[src/sv/srdp_pkg.sv]
// srdp_pkg: shared constants, codes and types of the sparse record parser
// used by every module of the block; depends on nothing
`timescale 1ns / 1ps
`default_nettype none

package srdp_pkg;

    localparam int MAX_DIMENSION = 1024;
    localparam int ADDR_W        = $clog2(MAX_DIMENSION);
    localparam int SLOT_W        = 10;
    localparam int WORD_W        = 32;
    localparam int DIM_W         = 11;
    localparam int KIND_W        = 2;

    // record epoch tags kept next to each dense value
    localparam int EPOCH_W = 8;
    localparam logic [EPOCH_W-1:0] EPOCH_FIRST = EPOCH_W'(1);
    localparam logic [EPOCH_W-1:0] EPOCH_MAX   = {EPOCH_W{1'b1}};

    localparam logic [DIM_W-1:0] DIM_RESET = DIM_W'(1024);

    localparam logic [KIND_W-1:0] KIND_LABEL = 2'd0;
    localparam logic [KIND_W-1:0] KIND_READ  = 2'd1;
    localparam logic [KIND_W-1:0] KIND_DONE  = 2'd2;

    typedef enum logic [5:0] {
        PH_HDR0   = 6'b000001,
        PH_HDR1   = 6'b000010,
        PH_FCOUNT = 6'b000100,
        PH_LCOUNT = 6'b001000,
        PH_PAIRS  = 6'b010000,
        PH_LABELS = 6'b100000
    } phase_t;

    typedef enum logic [2:0] {
        POS_ID_LO = 3'b001,
        POS_ID_HI = 3'b010,
        POS_VALUE = 3'b100
    } pos_t;

    // one command from the front to the back
    typedef struct packed {
        logic                 clear;
        logic                 write;
        logic                 read;
        logic                 emit;
        logic [KIND_W-1:0]    kind;
        logic [ADDR_W-1:0]    addr;
        logic [WORD_W-1:0]    value;
        logic [SLOT_W-1:0]    slot;
        logic                 last;
        logic                 bad;
        logic [EPOCH_W-1:0]   epoch;
        logic                 in_store;
    } cmd_t;

    typedef struct packed {
        logic sweeping;
    } back_status_t;

endpackage

`default_nettype wire

[src/sv/srdp_cmd_fifo.sv]
// srdp_cmd_fifo: two-entry command queue between front and back
// depends on srdp_pkg
`timescale 1ns / 1ps
`default_nettype none

module srdp_cmd_fifo (
    input  wire logic             aclk,
    input  wire logic             aresetn,
    input  wire logic             push,
    input  wire srdp_pkg::cmd_t   push_cmd,
    input  wire logic             pop,
    output srdp_pkg::cmd_t        head,
    output logic                  empty,
    output logic                  full
);
    import srdp_pkg::*;

    cmd_t        entry_reg [2];
    logic        wr_ptr_reg, wr_ptr_next;
    logic        rd_ptr_reg, rd_ptr_next;
    logic [1:0]  count_reg, count_next;

    assign head  = entry_reg[rd_ptr_reg];
    assign empty = (count_reg == 2'd0);
    assign full  = (count_reg == 2'd2);

    always_comb begin
        wr_ptr_next = push ? !wr_ptr_reg : wr_ptr_reg;
        rd_ptr_next = pop ? !rd_ptr_reg : rd_ptr_reg;
        count_next  = count_reg + {1'b0, push} - {1'b0, pop};
    end

    always_ff @(posedge aclk) begin
        if (push) begin
            entry_reg[wr_ptr_reg] <= push_cmd;
        end
    end

    always_ff @(posedge aclk) begin
        if (!aresetn) begin
            wr_ptr_reg <= 1'b0;
            rd_ptr_reg <= 1'b0;
            count_reg  <= 2'd0;
        end else begin
            wr_ptr_reg <= wr_ptr_next;
            rd_ptr_reg <= rd_ptr_next;
            count_reg  <= count_next;
        end
    end

endmodule

`default_nettype wire

[config.mk]
export PLATFORM = sky130hd
export DESIGN_NAME = srdp_cmd_fifo
export DESIGN_NICKNAME = d
export VERILOG_FILES = /design/src/sv/srdp_pkg.sv /design/src/sv/srdp_cmd_fifo.sv
export SDC_FILE = /design/constraint.sdc
export NUM_CORES = 1
export LEC_CHECK = 0
export BUFFER_PORTS_ARGS = -buffer_cell sky130_fd_sc_hd__buf_2
export CAP_MARGIN = 10
export CORE_MARGIN = 5
export CORE_UTILIZATION = 40
export DETAILED_ROUTE_END_ITERATION = 10
export GPL_TIMING_DRIVEN = 0
export PLACE_DENSITY = 0.74
export SLEW_MARGIN = 20
export SYNTH_ARGS = -nofsm -noshare
export SYNTH_HDL_FRONTEND = slang
export SYNTH_SLANG_ARGS = --single-unit
[constraint.sdc]
create_clock -name aclk -period 4.9 [get_ports aclk]
set_clock_uncertainty 0.1 [all_clocks]
set_input_delay 0.49 -clock aclk [delete_from_list [all_inputs] [get_ports aclk]]
set_output_delay 0.49 -clock aclk [all_outputs]
set_load 0.01 [all_outputs]
* Word-level counts from Yosys, hierarchy flattened
Memories as Yosys holds them, arrays and structs flattened. A register that Yosys moved wholly into a read port is not among the register bits.
Cells that the tools add are included.
** Word-level totals
- Register bits :: 4
- Bits in writable memories :: 138
- Input port bits :: 73
- Output and inout port bits :: 71
- Logic and storage cells :: 14
- Memories :: 1
** Memories
- entry_reg :: depth 2, bits a word 69, rd ports 1, clocked after Yosys merged registers in 1, wr ports 1, RTL line srdp_cmd_fifo.sv:18 : cmd_t entry_reg [2];
** Cells by class
- $add $sub $neg :: 2
- Eq/ne operators :: 1
- Mux-type cells :: 4
- Reductions and logical operators :: 3
** Operators with widths (count)
- $mux W1 :: 4
- $add A2 B1 Y2 :: 1
- $eq A2 B2 Y1 const B :: 1
- $logic_not A1 Y1 :: 2
- $logic_not A2 Y1 :: 1
- $sub A2 B1 Y2 :: 1

* Logic depth before layout (Yosys ltp)
- Depth after elaboration :: 3
- Mapped depth :: 6
- Mapped depth without buffers :: 6

* Worst setup path after synthesis
OpenSTA, ideal clock, no wires.
- Kind :: input port to flip-flop
- From :: in push
- To :: mem entry_reg[0][0] in the netlist's numbering, enable pin
- Arrival time :: 3.549 ns
- Required time :: 4.294 ns
- Path slack :: 0.746 ns
- Stages on the path :: 1
- Path buffers :: 0
- Path through :: nor2b_1
** On the way
- Word-level cells in the longest chain between the ends :: 2
** Ends and longest elaborated chain
- start: declaration :: RTL line srdp_cmd_fifo.sv:9 : input wire logic push,
- $mux W1 :: RTL line srdp_cmd_fifo.sv:34 : if (push) begin
- $mux W1 (not written as such) :: RTL line srdp_cmd_fifo.sv:35 : entry_reg[wr_ptr_reg] <= push_cmd;
- end: declaration :: RTL line srdp_cmd_fifo.sv:18
Every way passes these cells.

==> flow_metrics.tcl <==
set metrics [dict create \
    diodes 0 \
    post-cts-setup-buffers 0 \
    core_area_um2 12700 \
    cts_buffers 17 \
    worst_pin_slew_ns 0.707 \
    synthDominantCellAreaShare_pct 79.0 \
    ys_top_cells_by_area "edfxtp_1, mux2_2, mux2_4, dfxtp_1, and2_1" \
    postCtsHoldBufs 0 \
    hold_path_class "input pin to flop" \
    fin_cells 586 \
    mostFrequentLayoutCells "buf_2, edfxtp_1, mux2_2" \
    routabilityCongestion 0.700 \
    ys_seq_area_share_pct 80.9 \
    root_buffer "clkbuf_16" \
    syn_nets 311 \
    initial_core_util_pct 41.2 \
    grt.overflow.total 0 \
    largest_reg_flops 138 \
    cts_num_sinks 143 \
    routed_wl_mm 9.47 \
    p_sw_mw 0.616 \
    worstPathRequired_ns 4.31 \
    cp-end-kind "output port" \
    numPlacedInstances 554 \
    critPathLaunchType "flop" \
    ir_worst_vdd_mv 0.290 \
    vias 2710 \
    fmax_ghz 0.448 \
    final_common_cell "buf_2" \
    maxSlewHeadroom_pct 52.7 \
    intPower_mw 2.41 \
    rows 41 \
    setup_viol 0 \
    dp_hpwl_mm 6.68 \
    tns_ns 0 \
    drv_slew 0 \
    first_pass_iters 4 \
    cts_max_path_buffers 2 \
    power_frac_clock_pct 42.8 \
    hold_viol_final 0 \
    htreeDepth 4 \
    final_area_um2 6850 \
    dieArea_um2 15500 \
    ys_types 15 \
    io_buffer_count 143 \
    track_usage_pct 12.6 \
    nFillCells 1055 \
    grt_first_pass_wirelength_mm 14.8 \
    leakage_nw 2.63 \
    p_sw_share_pct 20.4 \
    grt_start_max_net_pins 39 \
    antenna_found_initial 0 \
    cp_max_fo 10 \
    place_area_um2 6250 \
    io_pins 144 \
    ys_ff_latch 143 \
    areaGrowthSynthToFinish_pct 30.6 \
    finalCritPeriodShare_pct 45.6 \
    clk-insertion-delay-late_ns 0.41 \
    drt_iter0_markers 108 \
    postCtsResizedCells 0 \
    crit_type "flop to output port" \
    ant_nets 0 \
    fin_crit_ns 2.23 \
    syn_area_per_cell_um2 22.2 \
    drc_errors 0 \
    grt_pass1_vias 3009 \
    cts_tree "done" \
    routed_via_density 4.62 \
    critPathArrivalTime_ns 1.64 \
    die_h_um 125 \
    combPwrFrac_pct 10.0 \
    synth_warnings 0 \
    rsz0062_at_grt "false" \
    postSynthCellCount 236 \
    syn_area_um2 5250 \
    p_seq_share_pct 47.3 \
    status "finished clean" \
    wl_per_cell_um 16.2 \
    drv_cap 0 \
    final_nets 476 \
    die_w_um 125 \
    final_layout_size_suffix_gt1_share_pct 60.6 \
    p_per_area_nw_per_um2 442 \
    clk_pin_slew_worst_paths_ns 0.06 \
    synth_top_area_cell "edfxtp_1" \
]
## metrics by stage
step	hold WS, ns	total power [mW]	utilization, %	worst slack (ns)
finish	0.165	3.03	53.8	2.67
global route	0.135	3.16	53.8	2.57
CTS	0.141	3.07	53.8	2.61
detailed placement	0.477	1.77	49.1	2.94
global placement	0.467	1.75	48.6	-1.14
floorplan	0.455	1.63	-	0.746
## logic make-up after synthesis
logic type / after synthesis / synth area share [%]
and+or+nand+nor: 9 / 1.03
DFF: 143 / 80.9
adders and majority gates: 2 / 0.477
AOI/OAI and AO/OA: 1 / 0.143
buffers and inverters: 10 / 1.34
muxes: 69 / 15.5
xor gates and xnor gates: 2 / 0.596
## layer usage
layer  up-vias  GRT usage (%)  routed length (um)
met4         0           5.61                 199
met1      1328           12.8                3580
li1       1259              -                   -
met2       102           22.2                5040
met3        21           5.62                 648
met5         -              0                   0
## worst max-delay path, stage by stage (launching register included)
cell     delay [ns]
dfxtp_1        0.32
buf_6          0.13
buf_6          0.16
buf_8          0.17
mux2_4         0.31
buf_2          0.14
## power by group through the flow
stage	sequential (mW)	clock, mW	combinational [mW]
4_1_cts	1.43	1.33	0.310
6_report	1.43	1.29	0.301
3_3_place_gp	1.46	0	0.294
5_1_grt	1.44	1.40	0.326
2_1_floorplan	1.46	0	0.175
3_5_place_dp	1.46	0	0.308
## path summary, 6_finish.rpt
check,start,endpoint,depth (start not counted),slack (ns)
worst min register to register,rd_ptr_reg$_SDFFE_PN0P_,flop,2,0.49
worst max register to register,wr_ptr_reg$_SDFFE_PN0P_,entry_reg[0][64]$_DFFE_PP_,2,3.28
worst min-delay path,push_cmd[24],entry_reg[1][24]$_DFFE_PP_,1,0.16
worst max-delay path,flop,head[59],5,2.67
## cells in the mapped netlist, drive strengths merged
library cell / number
and2: 4
buf: 8
dfxtp: 5
edfxtp: 138
ha: 2
inv: 2
mux2: 69
nor2: 1
nor2b: 4
o21a: 1
xnor3: 1
xor2: 1
## cell type report
class | instances | area, um^2 | area share (%)
Inverter | 2 | 7.51 | 0.110
Buffer | 8 | 62.6 | 0.913
Clock inverter | 13 | 169 | 2.47
Timing Repair Buffer | 146 | 776 | 11.3
Clock buffer | 19 | 433 | 6.32
Tap cell | 172 | 215 | 3.14
Multi-Input combinational cell | 83 | 942 | 13.8
Sequential cell | 143 | 4240 | 62.0
(Power assumes the default switching activity.)
